[src/tnmp_pkg.sv]
package tnmp_pkg;

    localparam int unsigned NODE_W  = 16;
    localparam int unsigned DEPTH_W = 17;
    localparam int unsigned COST_W  = 18;
    localparam logic [DEPTH_W-1:0] DEPTH_MAX = {DEPTH_W{1'b1}};
    localparam logic [COST_W-1:0]  COST_MAX  = {COST_W{1'b1}};

    localparam logic REQ_LOAD  = 1'b0;
    localparam logic REQ_QUERY = 1'b1;

    typedef logic [NODE_W-1:0]  t_node;
    typedef logic [DEPTH_W-1:0] t_depth;
    typedef logic [COST_W-1:0]  t_cost;

endpackage

[src/tnmp_lca.sv]
module tnmp_lca #(
    parameter int unsigned LEVEL_W = 4,
    parameter int unsigned LIFT_LEVELS = 16,
    parameter int unsigned SLOT_W = 16
) (
    input  logic                     i_clk,
    input  logic                     i_rst_n,
    input  logic                     i_start,
    input  tnmp_pkg::t_node          i_u,
    input  tnmp_pkg::t_node          i_v,
    output logic                     o_done,
    output tnmp_pkg::t_node          o_lca,
    output logic                     o_jrd_en,
    output logic [SLOT_W+LEVEL_W-1:0] o_jrd_addr,
    input  tnmp_pkg::t_node          i_jrd_data,
    output logic                     o_drd_en,
    output logic [SLOT_W-1:0]        o_drd_addr,
    input  tnmp_pkg::t_depth         i_drd_data
);
    import tnmp_pkg::*;

    typedef enum logic [3:0] {
        S_IDLE, S_DU, S_DV, S_GAP, S_LIFT, S_LIFTW, S_CMP,
        S_RU, S_RV, S_RVW, S_FIN, S_FINW
    } t_state;

    t_state              r_state;
    t_node               r_u, r_v, r_pu;
    t_depth              r_du;
    logic [DEPTH_W-1:0]  r_gap;
    logic [LEVEL_W-1:0]  r_lvl;
    logic                r_done;
    t_node               r_res;
    logic                r_jen, r_den;
    logic [SLOT_W+LEVEL_W-1:0] r_jaddr;
    logic [SLOT_W-1:0]   r_daddr;

    localparam logic [LEVEL_W-1:0] TOP_LVL = LEVEL_W'(LIFT_LEVELS - 1);

    assign o_done = r_done;
    assign o_lca = r_res;
    assign o_jrd_en = r_jen;
    assign o_jrd_addr = r_jaddr;
    assign o_drd_en = r_den;
    assign o_drd_addr = r_daddr;

    function automatic logic [SLOT_W+LEVEL_W-1:0] jaddr(t_node n, logic [LEVEL_W-1:0] l);
        logic [SLOT_W-1:0] s;
        s = SLOT_W'(n);
        return {s, l};
    endfunction

    always_ff @(posedge i_clk) begin
        r_done <= 1'b0;
        r_jen <= 1'b0;
        r_den <= 1'b0;
        if (!i_rst_n) begin
            r_state <= S_IDLE;
        end else begin
            unique case (r_state)
                S_IDLE: begin
                    if (i_start) begin
                        r_u <= i_u;
                        r_v <= i_v;
                        r_den <= 1'b1;
                        r_daddr <= SLOT_W'(i_u);
                        r_state <= S_DU;
                    end
                end
                S_DU: begin
                    r_den <= 1'b1;
                    r_daddr <= SLOT_W'(r_v);
                    r_state <= S_DV;
                end
                S_DV: begin
                    r_du <= i_drd_data;
                    r_state <= S_GAP;
                end
                S_GAP: begin
                    if (r_du < i_drd_data) begin
                        r_u <= r_v;
                        r_v <= r_u;
                        r_gap <= i_drd_data - r_du;
                    end else begin
                        r_gap <= r_du - i_drd_data;
                    end
                    r_lvl <= '0;
                    r_state <= S_LIFT;
                end
                S_LIFT: begin
                    if (r_gap[r_lvl]) begin
                        r_jen <= 1'b1;
                        r_jaddr <= jaddr(r_u, r_lvl);
                        r_state <= S_LIFTW;
                    end else if (r_lvl == TOP_LVL) begin
                        r_state <= S_CMP;
                    end else begin
                        r_lvl <= r_lvl + 1'b1;
                    end
                end
                S_LIFTW: begin
                    if (r_jen == 1'b0) begin
                        r_u <= i_jrd_data;
                        if (r_lvl == TOP_LVL) begin
                            r_state <= S_CMP;
                        end else begin
                            r_lvl <= r_lvl + 1'b1;
                            r_state <= S_LIFT;
                        end
                    end
                end
                S_CMP: begin
                    if (r_u == r_v) begin
                        r_res <= r_u;
                        r_done <= 1'b1;
                        r_state <= S_IDLE;
                    end else begin
                        r_lvl <= TOP_LVL;
                        r_jen <= 1'b1;
                        r_jaddr <= jaddr(r_u, TOP_LVL);
                        r_state <= S_RU;
                    end
                end
                S_RU: begin
                    r_jen <= 1'b1;
                    r_jaddr <= jaddr(r_v, r_lvl);
                    r_state <= S_RV;
                end
                S_RV: begin
                    r_pu <= i_jrd_data;
                    r_state <= S_RVW;
                end
                S_RVW: begin
                    if (r_pu != i_jrd_data) begin
                        r_u <= r_pu;
                        r_v <= i_jrd_data;
                    end
                    if (r_lvl == '0) begin
                        r_state <= S_FIN;
                    end else begin
                        r_lvl <= r_lvl - 1'b1;
                        r_jen <= 1'b1;
                        r_jaddr <= jaddr((r_pu != i_jrd_data) ? r_pu : r_u, r_lvl - 1'b1);
                        r_state <= S_RU;
                    end
                end
                S_FIN: begin
                    r_jen <= 1'b1;
                    r_jaddr <= jaddr(r_u, '0);
                    r_state <= S_FINW;
                end
                S_FINW: begin
                    if (r_jen == 1'b0) begin
                        r_res <= i_jrd_data;
                        r_done <= 1'b1;
                        r_state <= S_IDLE;
                    end
                end
                default: r_state <= S_IDLE;
            endcase
        end
    end

endmodule
[config.mk]
export PLATFORM = sky130hd
export DESIGN_NAME = tnmp_lca
export DESIGN_NICKNAME = d
export VERILOG_FILES = /design/src/tnmp_pkg.sv /design/src/tnmp_lca.sv
export SDC_FILE = /design/constraint.sdc
export NUM_CORES = 1
export LEC_CHECK = 0
export ABC_AREA = 1
export BUFFER_PORTS_ARGS = -buffer_cell sky130_fd_sc_hd__buf_2
export CORE_MARGIN = 4
export CORE_UTILIZATION = 45
export DETAILED_ROUTE_END_ITERATION = 6
export PLACE_DENSITY = 0.67
export SLEW_MARGIN = 20
export SYNTH_ARGS = -nofsm -noshare
export SYNTH_HDL_FRONTEND = slang
export SYNTH_SLANG_ARGS = --single-unit
[constraint.sdc]
create_clock -name i_clk -period 4.1 [get_ports i_clk]
set_input_delay 0.205 -clock i_clk [delete_from_list [all_inputs] [get_ports i_clk]]
set_output_delay 0.205 -clock i_clk [all_outputs]
set_load 0.1 [all_outputs]
# == Yosys cells after proc, flatten, opt, wreduce, memory -nomap -nowiden ==
# Cells that the tools add are included.
# op_classes
reduce_logical,19
addsub,4
bitwise_logic,0
mux,43
mul,0
shifts,0
n_lt_le_gt_ge,2
n_div,0
n_eq_ne,25
# op_table
operator,count
$mux 16,9
$pmux 20 s5,1
$pmux 16 s2,2
$pmux 16 s4,1
$mux 20,3
$pmux 16 s3,1
$pmux 4 s12,1
$mux 4,11
$sub 16x16->16,2
$eq 4x4->1 const B,5
$ne 2x2->1 const B,10
$pmux 4 s5,1
$lt 17x17->1,1
$eq 16x16->1,1
$eq 4x3->1 const B,4
$ne 16x16->1,1
$reduce_and 5->1,3
$reduce_bool 5->1,2
$eq 4x2->1 const B,2
$logic_not 4->1,2
$reduce_and 4->1,2
$mux 1,7
$lt 4x6->1 const B,1
$reduce_and 2->1,3
other kinds (15),17
# totals
rom_bits,0
in_bits,68
mem_bits_rw,0
out_inout_bits,55
mem_count,0
latchBits,0
elab_cells,106
ff_bits,144

# == Depth between registers and ports, before layout ==
# Gate-level depths: netlist (run 1).
# logic_depth
word_depth,4
depth_mapped,15
ltp_nobuf,14

# == Worst setup path before layout (run 1) ==
# No wires, ideal clock.
# synth_timing
kind,reg-to-reg
startpoint,register r_lvl[0]
endpoint,"register r_jaddr[0] (netlist: o_jrd_addr[0]), enable pin"
stages_incl_launch_ff,11
required_time_ps,3691
path_slack_ps,1381
n_path_buf,1
t_arrival_ps,2310
synth_period_minus_slack_ps,2719
path_cell_list,edfxtp_1 > inv_1 > buf_2 > nand2_1 > nand3_1 > nand2_1 > nor2_1 > nand2_1 > nand2_1 > nand2_1 > a31oi_1
# synth_via
elab_chain_cells,4
elab_cells_between_ends,6
cone_classes,eq/ne (2); mux (2); reduce/logical (2)
# synth_lines
element,line,source
start: declaration,tnmp_lca.sv:31,logic [LEVEL_W-1:0] r_lvl;
start signal: assignment,tnmp_lca.sv:98,r_lvl <= r_lvl + 1'b1;
start signal: assignment,tnmp_lca.sv:107,r_lvl <= r_lvl + 1'b1;
start signal: assignment,tnmp_lca.sv:141,r_lvl <= r_lvl - 1'b1;
$bmux 1 s4,tnmp_lca.sv:91,if (r_gap[r_lvl]) begin
$mux 1 (not written as such),tnmp_lca.sv:91,
$ne 2x2->1 (no source line),n/a,
$reduce_and 5->1 (no source line) (*),n/a,
end signal: assignment,tnmp_lca.sv:93,"r_jaddr <= jaddr(r_u, r_lvl);"
end signal: assignment,tnmp_lca.sv:120,"r_jaddr <= jaddr(r_u, TOP_LVL);"
end signal: assignment,tnmp_lca.sv:126,"r_jaddr <= jaddr(r_v, r_lvl);"
end: declaration,tnmp_lca.sv:35,logic [SLOT_W+LEVEL_W-1:0] r_jaddr;
# Mark *: on every way between the ends. The rest lies on a longest branch, timed or not. The select of a mux whose other input is x is not followed.
# A chain may end at the register's enable or synchronous reset.

# == Worst setup path in the final report (run 1) ==
# layout_timing
startpoint,register r_pu[4]
endpoint,"register r_v[13], enable pin"
# layout_via
elab_chain_cells,3
# layout_lines
element,line,source
start: declaration,tnmp_lca.sv:28,"t_node r_u, r_v, r_pu;"
start signal: assignment,tnmp_lca.sv:130,r_pu <= i_jrd_data;
$ne 16x16->1,tnmp_lca.sv:134,if (r_pu != i_jrd_data) begin
$ne 2x2->1 (no source line),n/a,
$reduce_and 5->1 (no source line),n/a,
end signal: assignment,tnmp_lca.sv:64,r_v <= i_v;
end signal: assignment,tnmp_lca.sv:82,r_v <= r_u;
end signal: assignment,tnmp_lca.sv:136,r_v <= i_jrd_data;
end: declaration,tnmp_lca.sv:28,
# Every way passes these cells.

==> impl_results.md, run 1 <==
* Largest net degree at the start of global routing at 36
* Final Hold Slack at between 0.02 and 0.025 ns
* Root buffer cell: clkbuf_16
* Final Hold Viols at 0
* Clock Latency Late Sink at between 0.4 and 0.5 ns
* Commonest register cell after synthesis: edfxtp_1
* Critical path fanouts, max at 22
* Hold Crit Class: in -> reg
* First-pass GRT wire length at ~38000 um
* Max-Cap Viols at 0
* Synthesis-to-layout area growth at 18.2%
* Critical path type: reg -> reg
* Arr. time, crit path at 3.42 ns
* CP cell instances: xnor2_1, nand4_1, nor2_1, nand2_1, o21ai_0, nor2_1, buf_4
* Initial DRT Pass Iterations at 4
* Worst path max stage delay at approximately 0.75 ns
* Worst R2R Path Depth at 7
* Post-route minimum period at 3.25 ns
* CP top delay family: simple AND/OR/NAND/NOR gates
* RSZ-0062 raised after global routing: no
* Share of cells above drive strength 1 at 0.197
* Crit. End Element: register
* Final setup viols at 0
* RePlAce Congestion at roughly 0.90
* Tot Pwr at ~4.7 mW
* TritonCTS clock tree: built
* Synth top area cells: edfxtp_1, nand2_1, inv_1
* Syn Std Cell Area at a little under 9000 um^2
* CTS Buf Count at 17
* Routed via count at roughly 7.3k
* Io pins at 123
* Reg clk slew, reported paths at 0.06 ns
* Register Area at ~4300 um^2
* Worst hold path depth at 1
* Total grt overflow at 0
* Seq cells post-synth at about 140
* Clk buf depth at 2
* WL/cell at roughly 17 um
* Cell taking the most area after synthesis: edfxtp_1
* Required time worst endpoint at roughly 4.3 ns
* Unique cell type count in the Yosys netlist at 47
* Drt total wl at ~24000 um
* Core ar. at just under 20000 um^2
* Synth warn at 0
* Antenna violations before repair at 0
* Mean post-synth cell area at around 9 um^2
* Hold wc startpoint: i_jrd_data[12]
* Power density over cell area at ~450 nW/um^2
* Stages on worst setup path at 7
* Syn nets at roughly 1.1k
* Synth Area in Compound Gates at 0.0999
* Leak pwr at between 4 and 5 nW
* Max-slew violations at 0
* DRT antenna net count at 0
* Cell mode on critical path: nor2_1
* Die width at between 100 and 150 um
* Final WS setup at around 0.85 ns
* Fin crit share at 0.792
* Adder-cell share of the synthesized area at 0.0538
* Status: complete, no violations
* Place WS at 0.805 ns
* Synth top cells by count: nand2_1, edfxtp_1, inv_1
* Port Buf Inserts at around 120
* Drt drc at 0
* Multi-input gate area in the final layout at just under 4000 um^2
* Simple-gate area share of the yosys netlist at 0.210
* # fillers at 1800
* Crit Reg-Reg Startpoint: r_pu[4]
* Clock Skew at 0.00908 ns
* Initial DRC count at around 540
* Setup crit start kind: register
* Setup_tns at 0 ns
* Gate count of the mapped netlist at roughly 1000
* Area share of the largest cell type after synthesis at 0.463
* Async SR Flop Fraction at 0
* Sequential share of the synthesized area at 0.479
* CP bufs+invs at 1
* Row Count at 51
* Critical path origin: r_pu[4]
* Die outline height at ~150 um
* Worst Max-Slew Pin Slew at around 1.0 ns
* CTS H-tree lvls at 4
* Die area at about 22000 um^2
* XOR/XNOR Fraction of Synth Area at 0.0572
* Fin nets at between 1k and 1.5k
* Vias in the first global route at approximately 7.4k
* Main combinational cell family by area after synthesis: simple AND/OR/NAND/NOR gates
* Multiplexer share of the synthesized area at 0.0165
* Starting Density at 0.456
* PostCTS Resize Cnt at 0
* Crit-path slowest cell: nor2_1
* Post-synth EDFFs at 137
* FMAX at approximately 0.31 GHz
* Most frequent cell after synthesis: nand2_1
* Antenna diodes at 0
* GRT Util Overall at 0.220
* VDD IR max at 0.302 mV
* Vias per cell at approximately 5.2
* Clock sinks at approximately 140
* Worst relative slew slack at 0.312
* HPWL Detailed at around 17000 um
## placed cells by master (no fill, tap or decap), drive strengths merged, types with 3 or more instances in the layout
cell	count
a21o	8
a21oi	37
a31oi	5
buf	137
clkbuf	17
clkinv	5
dfxtp	7
dlygate4sd3	17
edfxtp	137
ha	35
inv	144
mux2	13
nand2	270
nand3	53
nand3b	5
nand4	17
nor2	71
nor3	5
o211ai	12
o21ai	56
o221ai	16
o22ai	3
xnor2	21
xor2	37
## power breakdown
group / switching, mW / internal [mW] / leakage (nW)
registers: 0.0902 / 1.81 / 1.31
logic: 0.848 / 0.357 / 3.14
clock network: 0.678 / 0.917 / 0.293
total: 1.62 / 3.08 / 4.74
## flip-flops by register name, indices dropped and copies added, names as in the netlist
register	count
r_gap	16
r_pu	16
o_done	1
r_state	4
o_jrd_addr	20
r_du	17
r_lvl	4
r_u	16
o_drd_addr	16
o_jrd_en	1
o_lca	16
r_v	16
o_drd_en	1
## final cells by class
cell class              instances  area share
flip-flops and latches        144       0.405
multi-input cells             678       0.372
repair buffers                154      0.0851
inverters                     137      0.0495
clock buffers                  17      0.0405
well taps                     265      0.0316
clock inverters                15      0.0166
## worst paths after layout
| check | end | slack [ns] |
|---|---|---|
| min reg2reg | r_state[0] | 0.50 |
| max reg2reg | r_v[13] | 0.85 |
| min | r_pu[12] | 0.02 |
| max | r_v[13] | 0.85 |
## logic make-up after synthesis
kind of cell,after synthesis
compound gates,146
xor+xnor,58
fa+ha+maj,37
buf+inv,176
flops,144
mux,13
simple gates,424
## layer usage
| layer | vias to the layer above | GRT usage | share of wire |
|---|---|---|---|
| li1 | 3603 | - | - |
| met1 | 3372 | 0.257 | 0.41 |
| met2 | 256 | 0.401 | 0.51 |
| met3 | 50 | 0.0396 | 0.058 |
| met4 | 0 | 0.0841 | 0.029 |
| met5 | - | 0 | 0 |
## stage by stage
step	instances	cell area [um^2]	util
after floorplan	998	8880	-
final	1410	10500	0.539
after detailed placement	1361	9730	0.500
after global routing	1410	10500	0.539
after global placement	1361	9730	0.500
after CTS	1410	10500	0.539
## worst register-to-register path: stages (launching register included)
cell,delay [ns]
edfxtp_1,0.41
xnor2_1,0.19
nand4_1,0.11
nor2_1,0.75
nand2_1,0.74
o21ai_0,0.37
nor2_1,0.19
buf_4,0.24
## repair_timing
action                                 CTS  global route
hold buffers                            17             0
endpoints found under the hold margin   17             0
setup buffers                            0             0
Note: power is estimated with default switching activity, not from simulation.
==> run 2, diff against run 1 <==
- clock period: 4.1 -> 3.21 ns (I/O delays scaled with it)
==> impl_results.md, run 2 (synthesis gave the netlist of run 1 again) <==
* Initial DRC count at 453
* Vias per cell at a little over 5
* Starting Density at 0.456
* Hold Crit Class: in -> reg
* Worst Setup EP: r_u[15]
* Status: complete, no violations
* Share of cells above drive strength 1 at 0.201
* GRT Util Overall at 0.222
* Hold wc startpoint: i_rst_n
* Antenna diodes at 0
* Row Count at between 50 and 60
* Worst Max-Slew Pin Slew at slightly below 0.6 ns
* Vias in the first global route at roughly 7.4k
* Core ar. at around 20000 um^2
* # fillers at roughly 1.7k
* Io pins at 123
* Drt drc at 0
* First-pass GRT wire length at 38200 um
* HPWL Detailed at 17500 um
* Flop2flop setup slack at ~0.52 ns
* Clock sinks at about 140
* Post-route insts no fill at roughly 1.4k
* RePlAce Congestion at between 0.9 and 1
* Setup_tns at 0 ns
* Critical path type: in -> reg
* Arr. time, crit path at ~2.9 ns
* CTS Buf Count at 17
* Total grt overflow at 0
* Reg clk slew, reported paths at about 0.06 ns
* Place WS at 0.271 ns
* Final WS setup at slightly below 0.5 ns
* Post-route minimum period at 2.72 ns
* Routed via count at 7435
* Crit Reg-Reg Startpoint: r_du[4]
* Fin crit share at 0.847
* Die width at 148 um
* Synthesis-to-layout area growth at 20.2%
* Final setup viols at 0
* Port Buf Inserts at between 100 and 150
* Clock Skew at 0.00888 ns
* Required time worst endpoint at around 3.3 ns
* Power density over cell area at approximately 540 nW/um^2
* Antenna violations before repair at 0
* Worst relative slew slack at 0.605
* Setup crit start kind: primary input
* Reg2reg end: r_u[15]
* Cell count after placement at about 1.4k
* Leak pwr at 4.82 nW
* Fin nets at around 1.3k
* Final Hold Viols at 0
* VDD IR max at between 0.3 and 0.4 mV
* Commonest non-fill, non-tap cell in the layout: nand2_1
* TritonCTS clock tree: built
* Critical path fanouts, max at 9
* RSZ-0062 raised after global routing: no
* CTS H-tree lvls at 4
* Critical path origin: i_drd_data[4]
* Drt total wl at 24100 um
* Worst R2R Path Depth at 11
* Clk buf depth at 2
* Max-slew violations at 0
* Largest net degree at the start of global routing at 28
* DRT antenna net count at 0
* Crit. End Element: register
* Root buffer cell: clkbuf_16
* FMAX at ~0.37 GHz
* Most frequent cells in the layout: nand2_1, edfxtp_1, inv_1
* Die area at 22000 um^2
* Number of flip-flops in the largest register at 20
* Die outline height at ~150 um
* Max-Cap Viols at 0
* Clock Latency Late Sink at ~0.42 ns
* WL/cell at between 15 and 20 um
* Initial DRT Pass Iterations at 5
run 2: cell types whose count changed in the layout (fill, tap and decap cells not counted), sizes merged:
cell | previous run | this run
dlygate4sd3 | 17 | 31
buf | 137 | 150
clkinvlp | 1 | 5
clkinv | 5 | 6
clkbuf | 17 | 19
inv | 144 | 139
bufinv | 2 | 0
run 2: metal layers:
metal,global-route usage,routed length [um]
met3,0.0466,1600
met2,0.388,11800
met4,0.0984,918
met5,0,0
met1,0.264,9790
run 2: final cells by class:
cell class | count | area (um^2) | area share
multi-input cells | 678 | 3900 | 0.366
clock inverters | 13 | 91.3 | 0.00856
clock buffers | 19 | 433 | 0.0405
inverters | 137 | 519 | 0.0486
flip-flops and latches | 144 | 4250 | 0.398
repair buffers | 181 | 1140 | 0.107
well taps | 265 | 332 | 0.0311
run 2: worst min-delay path by stage:
| stage | cells after the start | to |
|---|---|---|
| CTS | 3 | r_state[3] |
| global placement | 1 | r_du[16] |
| finish | 3 | r_state[3] |
| floorplan | 0 | r_du[0] |
| global route | 1 | r_pu[1] |
| detailed placement | 1 | r_du[16] |
run 2: through the flow:
step,utilization,instance area [um^2],power (mW),hold WS (ns)
2_1_floorplan,-,8880,3.60,0.259
3_3_place_gp,0.506,9840,3.99,0.353
3_5_place_dp,0.506,9840,4.00,0.366
4_1_cts,0.548,10700,5.80,0.00993
5_1_grt,0.549,10700,6.04,0.0127
6_report,0.549,10700,5.77,0.0234
run 2: worst max-delay path: stages:
cell,delay (ns)
dlygate4sd3_1,0.52
buf_2,0.12
inv_1,0.04
ha_1,0.37
a21oi_1,0.20
o21ai_1,0.12
nand2_1,0.09
nand3_2,0.13
nand3b_4,0.14
nand2_8,0.05
nand2_1,0.06
nand3_1,0.10
nor2_2,0.47
buf_4,0.28
run 2: repair_timing:
action	in CTS	in global routing
gates resized for setup	0	1
setup buffers	0	0
endpoints found under the hold margin	31	0
setup endpoints to repair	0	6
hold buffers	31	0
run 2: power breakdown:
part / switching [mW] / internal, mW / total, mW
clock: 0.792 / 0.985 / 1.78
combinational: 1.08 / 0.485 / 1.57
sequential: 0.118 / 2.31 / 2.43
==> run 3, diff against run 2 <==
- PLACE_DENSITY: 0.67 -> 0.69
- clock period: 3.21 -> 2.3 ns (I/O delays scaled with it)
==> impl_results.md, run 3 (synthesis gave the netlist of run 1 again) <==
* Max-Cap Viols at 0
* Final Hold Viols at 0
* Antenna diodes at 0
* Arr. time, crit path at 2.40 ns
* VDD IR max at between 0.6 and 0.7 mV
* GRT Util Overall at 0.225
* Die width at ~150 um
* Final setup viols at 0
* WL/cell at ~17 um
* Leak pwr at approximately 5.1 nW
* Core ar. at 19500 um^2
* Clk buf depth at 2
* Setup crit start kind: register
* Fin crit share at 0.959
* Hold Crit Class: in -> reg
* Port Buf Inserts at roughly 120
* Worst relative slew slack at 0.644
* Die outline height at 148 um
* # fillers at between 1.5k and 2k
* Antenna violations before repair at 0
* CTS H-tree lvls at 4
* Tot Pwr at roughly 8.7 mW
* Critical path type: reg -> reg
* First-pass GRT wire length at between 30000 and 40000 um
* RePlAce Congestion at slightly above 0.9
* Synthesis-to-layout area growth at 28.5%
* Fin nets at 1309
* Most frequent cells in the layout: nand2_1, edfxtp_1, inv_1
* Commonest non-fill, non-tap cell in the layout: nand2_1
* Share of cells above drive strength 1 at 0.240
* Total grt overflow at 0
* Io pins at 123
* Setup_tns at 0 ns
* Routed via count at about 7.7k
* Number of flip-flops in the largest register at 20
* Starting Density at 0.456
* FMAX at around 0.45 GHz
* DRT antenna net count at 0
* Clock Skew at 0.0192 ns
* Die area at roughly 22000 um^2
* Reg clk slew, reported paths at 0.07 ns
* Required time worst endpoint at ~2.5 ns
* Status: complete, no violations
* Post-route minimum period at roughly 2.2 ns
* Root buffer cell: clkbuf_16
* Worst Max-Slew Pin Slew at approximately 0.53 ns
* Initial DRC count at 716
* Crit. End Element: register
* CTS Buf Count at 17
* Max-slew violations at 0
* Initial DRT Pass Iterations at 5
* Clock Latency Late Sink at roughly 0.44 ns
* Power density over cell area at roughly 760 nW/um^2
* Drt total wl at around 25000 um
* RSZ-0062 raised after global routing: yes
* Largest net degree at the start of global routing at 21
* Vias in the first global route at 7703
* Vias per cell at 5.20
* Drt drc at 0
* Row Count at 51
* TritonCTS clock tree: built
* Critical path fanouts, max at 6
* HPWL Detailed at between 15000 and 20000 um
* Clock sinks at roughly 140
## run 3: cell count changes in the layout (fill, tap and decap cells not counted), sizes merged
cell | before | now
clkbuf | 19 | 18
buf | 150 | 175
inv | 139 | 145
clkinv | 6 | 4
clkinvlp | 5 | 2
bufinv | 0 | 1
dlygate4sd3 | 31 | 50
## run 3: area by class of cell
cell class	count	area, um^2	share of cell area
clock buffers	17	425	0.0373
repair buffers	226	1590	0.139
flip-flops and latches	144	4250	0.373
inverters	137	523	0.0458
multi-input cells	678	4110	0.360
clock inverters	15	186	0.0163
well taps	265	332	0.0290
## run 3: path summary, 6_finish.rpt
| path | start | end | slack [ns] | cells after the start |
|---|---|---|---|---|
| max | r_du[5] | r_gap[10] | 0.09 | 9 |
| max reg2reg | r_du[5] | r_gap[10] | 0.09 | 9 |
| min | i_u[1] | r_u[1] | 0.01 | 3 |
| min reg2reg | r_state[0] | r_state[0] | 0.51 | 2 |
## run 3: layer usage
layer  global-route usage  wire length (um)
met1                0.276             10000
met5                    0                 0
met2                0.400             12400
met4               0.0794               722
met3               0.0393              1790
## run 3: repair_timing
item	CTS	global route
hold buffers	50	0
resized for setup	0	35
hold endpoints to repair	50	0
buffers inserted	0	7
setup endpoints to repair	32	73
gates cloned	0	1
pin swaps	0	7
## run 3: critical path: stages, from the launching register on
cell and delay [ns]:
edfxtp_1 0.43, ha_4 0.25, buf_4 0.16, a21oi_1 0.28
o21ai_0 0.20, a21oi_1 0.20, o21ai_0 0.16, xor2_1 0.17
nand2_1 0.07, nand2_1 0.05
## run 3: power by group
part           switching [mW]  leakage, nW  internal [mW]  total (mW)
combinational            1.58         3.51          0.827        2.41
clock                    1.32        0.297           1.57        2.88
sequential              0.164         1.31           3.23        3.39
## run 3: per-stage QoR
stage / cells / worst slack (ns) / util / area [um^2] / hold WS, ns
4_1_cts: 1474 / -0.0243 / 0.571 / 11100 / 0.00172
5_1_grt: 1482 / -0.0334 / 0.587 / 11400 / 0.00544
2_1_floorplan: 998 / -0.347 / - / 8890 / 0.214
3_5_place_dp: 1392 / 0.0153 / 0.514 / 10000 / 0.316
6_report: 1482 / 0.0943 / 0.587 / 11400 / 0.0134
3_3_place_gp: 1392 / 0.0650 / 0.514 / 10000 / 0.309
